--- config.mk ---
export PLATFORM = sky130hd
export DESIGN_NAME = midi_note_transform_mapper_core
export DESIGN_NICKNAME = d
export VERILOG_FILES = /design/src/sv/mntm_pkg.sv /design/src/sv/mntm_cell.sv /design/src/sv/mntm_pitch.sv /design/src/sv/midi_note_transform_mapper_core.sv
export SDC_FILE = /design/constraint.sdc
export NUM_CORES = 2
export LEC_CHECK = 0
export BUFFER_PORTS_ARGS = -buffer_cell sky130_fd_sc_hd__buf_2
export CORE_MARGIN = 3
export CORE_UTILIZATION = 38
export DETAILED_ROUTE_END_ITERATION = 16
export PLACE_DENSITY_LB_ADDON = 0.05
export SYNTH_ARGS = -nofsm -noshare
export SYNTH_HDL_FRONTEND = slang
export SYNTH_SLANG_ARGS = --single-unit
--- constraint.sdc ---
create_clock -name clk -period 11.24 [get_ports clk]
set_input_delay 1.686 -clock clk [delete_from_list [all_inputs] [get_ports clk]]
set_output_delay 1.686 -clock clk [all_outputs]
set_load 0.005 [all_outputs]
--- src/sv/mntm_pkg.sv ---
// ----------------------------------------------------------------------------
// mntm_pkg
// Shared types and constants for the MIDI note transform mapper.
// ----------------------------------------------------------------------------
package mntm_pkg;

  localparam int MNTM_VOICES = 32;

  localparam int CHAN_W = 4;
  localparam int NOTE_W = 7;
  localparam int KEY_W  = CHAN_W + NOTE_W;

  // One voice: (channel, input note) -> output note
  typedef struct packed {
    logic              valid;
    logic [CHAN_W-1:0] chan;
    logic [NOTE_W-1:0] in_note;
    logic [NOTE_W-1:0] out_note;
  } entry_t;

  typedef enum logic [1:0] {
    CELL_HOLD,
    CELL_INSERT,
    CELL_DELETE,
    CELL_SHIFT
  } cell_op_t;

  // Broadcast to every cell of the chain
  typedef struct packed {
    cell_op_t          op;
    logic              hit;
    logic [KEY_W-1:0]  key;
    logic [NOTE_W-1:0] out_note;
  } cell_ctrl_t;

endpackage

--- src/sv/mntm_cell.sv ---
// ----------------------------------------------------------------------------
// mntm_cell
// One slot of the sorted voice chain. Holds one entry, compares it against
// the broadcast key, and takes its own, the new, or a neighbor's entry.
// ----------------------------------------------------------------------------
module mntm_cell
  import mntm_pkg::*;
(
  input  logic       clk,
  input  logic       rst,
  input  cell_ctrl_t ctrl,
  input  entry_t     left_ent,
  input  logic       left_gt,
  input  entry_t     right_ent,
  output entry_t     ent,
  output logic       eq,
  output logic       gt
);

  logic [KEY_W-1:0] own_key;

  assign own_key = {ent.chan, ent.in_note};

  // Flags are registered, and the update acts on the registered flags.
  always_ff @(posedge clk) begin
    eq <= ent.valid && (own_key == ctrl.key);
    gt <= !ent.valid || (own_key > ctrl.key);
  end

  always_ff @(posedge clk) begin
    if (rst) begin
      ent.valid <= 1'b0;
    end else begin
      case (ctrl.op)
        CELL_INSERT: begin
          if (ctrl.hit) begin
            if (eq) ent.out_note <= ctrl.out_note;
          end else if (gt) begin
            if (left_gt) begin
              ent <= left_ent;
            end else begin
              ent.valid    <= 1'b1;
              ent.chan     <= ctrl.key[KEY_W-1:NOTE_W];
              ent.in_note  <= ctrl.key[NOTE_W-1:0];
              ent.out_note <= ctrl.out_note;
            end
          end
        end
        // everything from the matching slot on moves up one place
        CELL_DELETE: begin
          if (eq || gt) ent <= right_ent;
        end
        CELL_SHIFT: begin
          ent <= right_ent;
        end
        default: begin
        end
      endcase
    end
  end

endmodule

--- src/sv/mntm_pitch.sv ---
// ----------------------------------------------------------------------------
// mntm_pitch
// Note-on pitch transform: mirror about pivot, octave wrap, clamp. Registered.
// ----------------------------------------------------------------------------
module mntm_pitch
  import mntm_pkg::*;
(
  input  logic              clk,
  input  logic [NOTE_W-1:0] note_in,
  input  logic [NOTE_W-1:0] pivot,
  input  logic              invert,
  input  logic [1:0]        wrap,
  output logic [NOTE_W-1:0] note_out
);

  // d mod 12 for d < 256: floor(d/12) == (d*171) >> 11 over that range
  function automatic logic [3:0] mod12(input logic [7:0] d);
    logic [15:0] prod;
    logic [4:0]  q;
    logic [7:0]  qx12;
    prod = 16'(d) * 16'd171;
    q    = prod[15:11];
    qx12 = 8'(q) * 8'd12;
    return 4'(d - qx12);
  endfunction

  logic signed [9:0] p, x, span, lo, hi, xw;
  logic        [7:0] d_lo, d_hi;
  logic        [3:0] r_lo, r_hi;
  logic signed [9:0] adj_lo, adj_hi;

  always_comb begin
    p = 10'(pivot);
    if (p < 10'sd24) p = 10'sd24;
    if (p > 10'sd96) p = 10'sd96;
    x      = invert ? (10'(p <<< 1) - 10'(note_in)) : 10'(note_in);
    span   = 10'(wrap) * 10'sd12;
    lo     = p - span;
    hi     = p + span;
    d_lo   = 8'(lo - x);
    d_hi   = 8'(x - hi);
    r_lo   = mod12(d_lo);
    r_hi   = mod12(d_hi);
    adj_lo = (r_lo == 4'd0) ? 10'sd0 : (10'sd12 - 10'(r_lo));
    adj_hi = (r_hi == 4'd0) ? 10'sd0 : (10'sd12 - 10'(r_hi));
    xw = x;
    if (wrap != 2'd0) begin
      if (x < lo)      xw = lo + adj_lo;
      else if (x > hi) xw = hi - adj_hi;
    end
    if (xw < 10'sd0)   xw = 10'sd0;
    if (xw > 10'sd127) xw = 10'sd127;
  end

  always_ff @(posedge clk) begin
    note_out <= xw[NOTE_W-1:0];
  end

endmodule

--- src/sv/midi_note_transform_mapper_core.sv ---
// ----------------------------------------------------------------------------
// midi_note_transform_mapper_core
// MIDI note transform with a voice table kept as a sorted chain of cells.
// ----------------------------------------------------------------------------
// After a MIDI word is accepted it goes through S_CMP, in which every cell
// compares its (channel, note) key against the word, and S_EXEC, in which
// the chain updates and the result is loaded into the output register; it
// waits there only if the output register is still occupied. The input is
// ready again in the cycle after that, so a new word is taken only once the
// last one has left S_EXEC. A flush emits one note-off per held voice per
// cycle while the output register is free, lowest (channel, note) first, and
// ends once the table is empty; an empty table gives no word. The chain is
// cleared by reset, and the block accepts a word right after reset.
module midi_note_transform_mapper_core
  import mntm_pkg::*;
#(
  parameter int VOICES = MNTM_VOICES
) (
  input  logic        clk,
  input  logic        rst,
  // config
  input  logic        cfg_we,
  input  logic [2:0]  cfg_addr,
  input  logic [6:0]  cfg_wdata,
  // input stream
  input  logic        s_tvalid,
  output logic        s_tready,
  input  logic [39:0] s_tdata,   // status_byte, data_one, data_two, sample_pos
  input  logic        s_tuser,   // opcode
  // output stream
  output logic        m_tvalid,
  input  logic        m_tready,
  output logic [39:0] m_tdata,   // out_status, out_data_one, out_data_two,
                                 // out_sample_pos
  output logic        m_tuser,   // mapping_lost
  output logic        m_tlast
);

  localparam logic [2:0] REG_BYPASS     = 3'd0;
  localparam logic [2:0] REG_INV_PITCH  = 3'd1;
  localparam logic [2:0] REG_PIVOT      = 3'd2;
  localparam logic [2:0] REG_WRAP       = 3'd3;
  localparam logic [2:0] REG_INV_VEL    = 3'd4;

  localparam logic [3:0] KIND_NOTE_OFF  = 4'h8;
  localparam logic [3:0] KIND_NOTE_ON   = 4'h9;

  typedef enum logic [1:0] {S_IDLE, S_CMP, S_EXEC, S_FLUSH} state_t;

  state_t state;

  logic       bypass, invert_pitch, invert_velocity;
  logic [6:0] pivot_note;
  logic [1:0] wrap_mode;

  // held word
  logic [7:0]  st;
  logic [6:0]  d1, d2;
  logic [15:0] pos;

  // chain
  cell_ctrl_t          ctrl;
  entry_t              ent       [VOICES];
  entry_t              left_ent  [VOICES];
  entry_t              right_ent [VOICES];
  logic [VOICES-1:0]   eq, gt, left_gt;

  logic [NOTE_W-1:0] pitch_note;
  logic [NOTE_W-1:0] hit_note;
  logic              hit, full, out_free, out_load;
  logic              is_on, is_off;
  logic [6:0]        vel;

  assign s_tready = (state == S_IDLE);
  assign out_free = !m_tvalid || m_tready;
  assign out_load = out_free &&
                    ((state == S_EXEC) || (state == S_FLUSH && ent[0].valid));

  always_ff @(posedge clk) begin
    if (rst) begin
      bypass          <= 1'b0;
      invert_pitch    <= 1'b1;
      pivot_note      <= 7'd60;
      wrap_mode       <= 2'd0;
      invert_velocity <= 1'b0;
    end else if (cfg_we) begin
      case (cfg_addr)
        REG_BYPASS:    bypass          <= cfg_wdata[0];
        REG_INV_PITCH: invert_pitch    <= cfg_wdata[0];
        REG_PIVOT:     pivot_note      <= cfg_wdata;
        REG_WRAP:      wrap_mode       <= cfg_wdata[1:0];
        REG_INV_VEL:   invert_velocity <= cfg_wdata[0];
        default: begin
        end
      endcase
    end
  end

  mntm_pitch u_pitch (
    .clk      (clk),
    .note_in  (d1),
    .pivot    (pivot_note),
    .invert   (invert_pitch),
    .wrap     (wrap_mode),
    .note_out (pitch_note)
  );

  for (genvar g = 0; g < VOICES; g++) begin : g_cell
    if (g == 0) begin : g_head
      assign left_ent[g] = '0;
      assign left_gt[g]  = 1'b0;
    end else begin : g_mid
      assign left_ent[g] = ent[g-1];
      assign left_gt[g]  = gt[g-1];
    end
    if (g == VOICES-1) begin : g_tail
      assign right_ent[g] = '0;
    end else begin : g_body
      assign right_ent[g] = ent[g+1];
    end

    mntm_cell u_cell (
      .clk       (clk),
      .rst       (rst),
      .ctrl      (ctrl),
      .left_ent  (left_ent[g]),
      .left_gt   (left_gt[g]),
      .right_ent (right_ent[g]),
      .ent       (ent[g]),
      .eq        (eq[g]),
      .gt        (gt[g])
    );
  end

  assign hit  = |eq;
  assign full = ent[VOICES-1].valid;

  always_comb begin
    hit_note = '0;
    for (int i = 0; i < VOICES; i++) begin
      hit_note = hit_note | (eq[i] ? ent[i].out_note : '0);
    end
  end

  assign is_on  = !bypass && (st[7:4] == KIND_NOTE_ON) && (d2 != 7'd0);
  assign is_off = !bypass && !is_on &&
                  ((st[7:4] == KIND_NOTE_OFF) || (st[7:4] == KIND_NOTE_ON));
  // note-on velocity is never 0 here, so 128 - v stays in 1..127
  assign vel    = invert_velocity ? 7'(8'd128 - 8'(d2)) : d2;

  always_comb begin
    ctrl.op       = CELL_HOLD;
    ctrl.hit      = hit;
    ctrl.key      = {st[3:0], d1};
    ctrl.out_note = pitch_note;
    if (state == S_EXEC && out_free) begin
      if (is_on && (hit || !full)) ctrl.op = CELL_INSERT;
      else if (is_off && hit)      ctrl.op = CELL_DELETE;
    end else if (state == S_FLUSH && out_free && ent[0].valid) begin
      ctrl.op = CELL_SHIFT;
    end
  end

  always_ff @(posedge clk) begin
    if (s_tvalid && s_tready) begin
      st  <= s_tdata[7:0];
      d1  <= s_tdata[14:8];
      d2  <= s_tdata[21:15];
      pos <= s_tdata[37:22];
    end
  end

  always_ff @(posedge clk) begin
    if (rst) begin
      state    <= S_IDLE;
      m_tvalid <= 1'b0;
    end else begin
      if (out_load)      m_tvalid <= 1'b1;
      else if (m_tready) m_tvalid <= 1'b0;
      case (state)
        S_IDLE: begin
          if (s_tvalid) state <= s_tuser ? S_FLUSH : S_CMP;
        end
        S_CMP: begin
          state <= S_EXEC;
        end
        S_EXEC: begin
          if (out_free) begin
            m_tlast <= 1'b1;
            m_tuser <= is_on && !hit && full;
            if (is_on) begin
              m_tdata <= {2'b00, pos, vel, pitch_note, st};
            end else if (is_off && hit) begin
              m_tdata <= {2'b00, pos, d2, hit_note, KIND_NOTE_OFF, st[3:0]};
            end else begin
              m_tdata <= {2'b00, pos, d2, d1, st};
            end
            state <= S_IDLE;
          end
        end
        S_FLUSH: begin
          if (!ent[0].valid) begin
            state <= S_IDLE;
          end else if (out_free) begin
            m_tlast  <= !right_ent[0].valid;
            m_tuser  <= 1'b0;
            m_tdata  <= {2'b00, 16'd0, 7'd0, ent[0].out_note,
                         KIND_NOTE_OFF, ent[0].chan};
          end
        end
        default: state <= S_IDLE;
      endcase
    end
  end

endmodule

* Yosys cells after proc, flatten, opt, wreduce, memory -nomap -nowiden
Cells that the tools add are included.
Operators by class: add/sub/neg operators 12, multipliers 5, order comparisons 38, equal/unequal tests 178, multiplexer cells 290, bitwise operators 32, reduce and logical (&&, ||, !) cells 263
Operators with widths (number):
- $pmux 19 s3 | 32
- $mux 19 | 95
- $mux 7 | 98
- $mux 12 | 32
- $eq 11x11->1 | 32
- $gt 11x11->1 | 32
- $reduce_and 5->1 | 65
- $or 7x7->7 | 31
- $ne 3x2->1 const B | 64
- $ne 2x1->1 const B | 65
- $reduce_and 4->1 | 32
- $mux 40 | 3
- $mux 10 | 8
- $pmux 40 s2 | 1
- $logic_or 1x1->1 | 68
- $logic_and 1x1->1 | 46
- $logic_not 1->1 | 36
- $mul 8x8->16 const B | 2
- $reduce_or 32->1 | 1
- $mux 22 | 1
- $sub 10x7->10 | 2
- $mux 2 | 8
- $sub 8x8->8 | 2
- $mux 15 | 1
- other kinds (33) | 61
Storage, ports and cells: bits in registers 774, input port bits 56, output and inout port bits 44, logic and storage cells 1025

* Longest topological paths before layout
depth in word-level cells 36, depth in mapped cells 50

* Modules after synthesis
A second synthesis with hierarchy kept.
Unflattened totals: cells, all modules 5382, area total of the unflattened synthesis 52404.0 sq um
Modules (own cells, without submodules):
- mntm_cell | instances 32, cells each 135, area each 1320.0 sq um
- mntm_pitch | instances 1, cells each 632, area each 5111.2 sq um
- midi_note_transform_mapper_core | instances 1, cells each 430, area each 5052.3 sq um

* Worst setup path after synthesis
No wires, ideal clock.
path kind reg2reg, from register d1[0], to register u_pitch.note_out[0], library setup time 136 ps, arrival 9872 ps, setup slack 1232 ps, stages on the path, launching flop included 44, path buffers 2, period minus slack after synthesis 10008 ps, cells stage by stage edfxtp_1 > buf_4 > clkbuf_1 > inv_1 > fa_1 > xnor2_1 > nand2_1 > o21ai_0 > inv_1 > ha_1 > a21oi_1 > nand2_1 > xnor2_1 > xnor2_1 > ha_1 > fa_1 > inv_1 > fa_1 > (+8 left out) > xnor2_1 > xnor2_1 > xnor2_1 > xnor3_1 > xnor2_1 > o21ai_0 > ha_1 > nor2b_1 > o21ai_0 > nand2b_1 > a21o_1 > a2111oi_0 > nor3_1 > xor2_1 > a211oi_1 > o21ai_0 > o21ai_1 > a21oi_1
On the way: longest elaborated chain between the ends 15, elaborated cells between the ends (all ways) 26, classes of those cells add/sub (9); mul (4); order compare (4); mux (7); reduce/logical (2)
Ends and longest elaborated chain:
- from (decl) | RTL line midi_note_transform_mapper_core.sv:58 | logic [6:0] d1, d2;
- from (signal assigned) | RTL line midi_note_transform_mapper_core.sv:167 | d1 <= s_tdata[14:8];
- $sub 10x7->10 | RTL line mntm_pitch.sv:36 | x = invert ? (10'(p <<< 1) - 10'(note_in)) : 10'(note_in);
- $mux 10 (*) | RTL line mntm_pitch.sv:36
- $sub 8x8->8 | RTL line mntm_pitch.sv:41 | d_hi = 8'(x - hi);
- $mul 8x8->16 | RTL line mntm_pitch.sv:21 | prod = 16'(d) * 16'd171;
- $mul 5x2->2 | RTL line mntm_pitch.sv:23 | qx12 = 8'(q) * 8'd12;
- $sub 4x4->4 | RTL line mntm_pitch.sv:24 | return 4'(d - qx12);
- $sub 4x4->5 or $logic_not 4->1 (tied branches) | RTL line mntm_pitch.sv:45 | adj_hi = (r_hi == 4'd0) ? 10'sd0 : (10'sd12 - 10'(r_hi));
- $mux 10 | RTL line mntm_pitch.sv:45
- $sub 10x10->10 | RTL line mntm_pitch.sv:49 | else if (x > hi) xw = hi - adj_hi;
- $mux 10 | RTL line mntm_pitch.sv:49
- $mux 10 | RTL line mntm_pitch.sv:48 | if (x < lo) xw = lo + adj_lo;
- $mux 10 (*) | RTL line mntm_pitch.sv:47 | if (wrap != 2'd0) begin
- $lt 10x1->1 | RTL line mntm_pitch.sv:51 | if (xw < 10'sd0) xw = 10'sd0;
- $mux 10 (*) | RTL line mntm_pitch.sv:51
- $gt 10x8->1 | RTL line mntm_pitch.sv:52 | if (xw > 10'sd127) xw = 10'sd127;
- to (signal assigned) | RTL line mntm_pitch.sv:56 | note_out <= xw[NOTE_W-1:0];
- to (decl) | RTL line mntm_pitch.sv:13 | output logic [NOTE_W-1:0] note_out
Mark *: on every way between the ends. The rest lies on a longest branch, timed or not. A chain may end at the register's enable or synchronous reset.

* Worst setup path after layout
from register pivot_note[5], to register u_pitch.note_out[3]
On the way: longest elaborated chain between the ends 19, elaborated cells between the ends (all ways) 32, classes of those cells add/sub (11); mul (4); order compare (6); mux (9); reduce/logical (2)
Ends and longest elaborated chain:
- from (decl) | RTL line midi_note_transform_mapper_core.sv:53 | logic [6:0] pivot_note;
- from (signal assigned) | RTL line midi_note_transform_mapper_core.sv:90 | REG_PIVOT: pivot_note <= cfg_wdata;
- $lt 7x5->1 | RTL line mntm_pitch.sv:34 | if (p < 10'sd24) p = 10'sd24;
- $mux 7 (*) | RTL line mntm_pitch.sv:34
- $gt 7x7->1 | RTL line mntm_pitch.sv:35 | if (p > 10'sd96) p = 10'sd96;
- $mux 10 (*) | RTL line mntm_pitch.sv:35
- $sub 10x7->10 | RTL line mntm_pitch.sv:36
- $mux 10 | RTL line mntm_pitch.sv:36
- $sub 8x8->8 | RTL line mntm_pitch.sv:41
- $mul 8x8->16 | RTL line mntm_pitch.sv:21
- (+3 left out)
- $mux 10 | RTL line mntm_pitch.sv:45
- $sub 10x10->10 | RTL line mntm_pitch.sv:49
- $mux 10 | RTL line mntm_pitch.sv:49
- $mux 10 | RTL line mntm_pitch.sv:48
- $mux 10 (*) | RTL line mntm_pitch.sv:47
- $lt 10x1->1 | RTL line mntm_pitch.sv:51
- $mux 10 (*) | RTL line mntm_pitch.sv:51
- $gt 10x8->1 | RTL line mntm_pitch.sv:52
Marked as above.

==> metrics.md <==
| Metric | Value |
|---|---|
| Avg WL per Cell | `26.4 µm` |
| Critical path's slowest cell | `fa_1` |
| Initial antenna violation count | `6` |
| Final Max Tran Viols | `0` |
| Delay-heaviest family, CP | `compound AO/OA/AOI/OAI gates` |
| Total Power | `14.4 mW` |
| F_max | `roughly 0.095 GHz` |
| Final-layout fill cell count | `around 13000` |
| CP required | `between 10000 and 15000 ps` |
| Final setup viols | `0` |
| CP endpoint kind | `flip-flop` |
| WP buf/inv | `4` |
| Period utilisation layout | `0.938` |
| Clock Pin Slew Worst Setup and Hold Paths | `60 ps` |
| Mean area per synthesized cell | `about 10 µm²` |
| Worst-path fanout max | `7` |
| Fraction of registers with async set/reset | `0` |
| Max-cap violations | `0` |
| Crit path largest cell delay | `~550 ps` |
| Commonest cells after routing, fill and taps aside | `701 x o21ai_0, 654 x edfxtp_1, 653 x nand2_1, 584 x mux2i_1, 475 x ha_1` |
| Most common cell after layout, fill and taps aside | `o21ai_0` |
| Fin util | `0.423` |
| Worst-Skew Late Latency | `710 ps` |
| GP Congestion | `0.941` |
| Clk sink count | `772` |
| Die width | `approximately 370 µm` |
| Maximum buffer depth of the clock tree | `3` |
| Clock root cell | `clkbuf_16` |
| Layout cell share with drive strength beyond 1 | `0.0746` |
| Placed cell areas | `around 53000 µm²` |
| P&R area growth vs syn | `10.2%` |
| Final Instance Area | `55900 µm²` |
| Die area | `138000 µm²` |
| Min-delay worst type | `flip-flop to flip-flop` |
| CP most frequent cell | `xnor2_1` |
| Final hold viol count | `0` |
| Initial DRC count | `approximately 3200` |
| Reg area | `between 20000 and 25000 µm²` |
| Register area share after synthesis | `0.434` |
| TritonRoute pass-1 iters | `7` |
| Slew headroom | `0.125` |
| CTS tree | `done` |
| WP data arrival | `11100 ps` |
| CTS buffer count | `95` |
| Number of global-route vias before repair | `about 39000` |
| Largest net degree at the start of global routing | `269` |
| Crit Path Class | `flip-flop to flip-flop` |
| Netlist cell types | `77` |
| Post-DP HPWL | `129 mm` |
| Starting Density | `0.384` |
| Post-route DRC | `0` |
| Global-route total usage across every layer | `0.257` |
| Layout Nets | `5532` |
| Area of the multi-input gates | `26400 µm²` |
| Synthesized instance count | `5033` |
| Core area | `132000 µm²` |
| H-tree depth | `3` |
| RSZ-0062 raised after global routing | `no` |
| Max IR drop VDD | `approximately 0.75 mV` |
| Post-DRT Antenna Nets | `0` |
| # IOs | `100` |
| Top FF cell, synth | `edfxtp_1` |
| Final Skew | `31.9 ps` |
| Vias per cell | `5.72` |
| Row cnt | `133` |
| Startpoint Class | `flip-flop` |
| Setup TNS | `0 ps` |
| PD cells | `258 nW/µm²` |
| EDFF count, synth | `~650` |
| Via count | `39000` |
| Fin crit period | `10540 ps` |
| Postcts setup bufs | `0` |
| Die Span Y | `371 µm` |
| Status | `complete, no violations` |
| WL final | `179 mm` |
| Post-synthesis cell area | `50700 µm²` |
| Leakage | `between 20 and 25 nW` |
| Synth warn | `0` |
| First-pass GRT wire length | `266 mm` |
| Measured slew at the worst slew-check pin | `1310 ps` |
| Port bufs | `95` |
| Total gr overflow | `0` |
| #FFs+latches synth | `772` |
per-layer routing:
layer,global-route usage,wire length (µm),up-vias
met5,0,0,-
met4,0.0762,5460,0
met3,0.0346,9400,280
met2,0.414,81500,1108
met1,0.359,83200,19300
li1,-,-,18300
cell usage after synthesis (all sizes together) (6+ instances only):
cell / instances / area [µm²]
nor2b: 44 / 275
a21o: 14 / 105
xnor2: 33 / 289
nor2: 115 / 434
fa: 29 / 581
nor3: 85 / 437
o221ai: 9 / 78.8
o31a: 17 / 149
nand4: 125 / 782
a21boi: 10 / 75.1
nand2b: 10 / 62.6
a31oi: 47 / 294
a22oi: 57 / 442
edfxtp: 654 / 19600
clkbuf: 314 / 1180
o21a: 254 / 1910
or4: 6 / 45.0
o22a: 6 / 52.6
o31ai: 7 / 52.6
mux2i: 584 / 5850
nand3: 23 / 115
nand2: 653 / 2450
a21oi: 121 / 606
o21ai: 705 / 3540
nor4: 8 / 50.1
xor2: 19 / 166
dfxtp: 118 / 2360
a221oi: 32 / 287
and2: 53 / 332
buf: 47 / 199
inv: 261 / 982
a211oi: 6 / 55.1
ha: 475 / 5940
a22o: 28 / 245
power breakdown:
group,internal [mW],switching (mW)
clock,1.73,1.29
sequential,3.13,0.0246
combinational,3.63,4.62
cell families after synthesis:
logic type / Yosys count / share of synthesized area
simple gates: 1148 / 0.102
mux: 584 / 0.115
buf+inv: 622 / 0.0466
fa+ha+maj: 506 / 0.129
flops: 772 / 0.434
xor+xnor: 58 / 0.0117
compound gates: 1342 / 0.161
other cells: 1 / 0.0000740
state kept, by name (all words and copies together), names as in the netlist:
register	count
m_tdata	38
u_pitch.note_out	7
m_tuser	1
pivot_note	7
g_cell.u_cell.eq	32
wrap_mode	2
d2	7
d1	7
invert_pitch	1
m_tlast	1
pos	16
state	2
m_tvalid	1
g_cell.u_cell.gt	32
st	8
bypass	1
invert_velocity	1
g_cell.u_cell.ent	608
layout make-up:
cell class	count	share of cell area
flip-flops and latches	772	0.394
well taps	1755	0.0393
repair buffers	202	0.0236
clock buffers	144	0.0494
inverters	261	0.0176
diodes	2	0.0000896
clock inverters	33	0.00401
multi-input cells	3640	0.472
stage by stage:
step,cells,setup WS (ps),hold WS (ps)
finish,6809,701,493
floorplan,5034,1230,441
global placement,6630,731,483
global route,6807,26.7,515
detailed placement,6630,624,478
CTS,6807,563,492
path summary, 6_finish.rpt:
kind	end	cells after the start	slack [ps]	from
setup / recovery	u_pitch.note_out[3]	45	700	pivot_note[5]
hold / removal	g_cell[3].u_cell.gt	1	490	g_cell[3].u_cell.ent[18]
setup reg to reg	u_pitch.note_out[3]	45	700	pivot_note[5]
hold reg to reg	g_cell[3].u_cell.gt	1	490	g_cell[3].u_cell.ent[18]
repair_timing:
action,CTS,global route
gates resized for setup,0,3
hold buffers,0,0
hold endpoints to repair,0,0
endpoints found under the setup margin,0,7
worst register-to-register path, delay by kind of cell, from the launching register on:
family	cells	cell delay [ps]
simple gates	8	1400
buf+inv	4	360
fa+ha+maj	7	2350
compound gates	18	4330
flops	1	470
xor+xnor	8	1520
No activity file was read; power rests on OpenSTA's default activity.
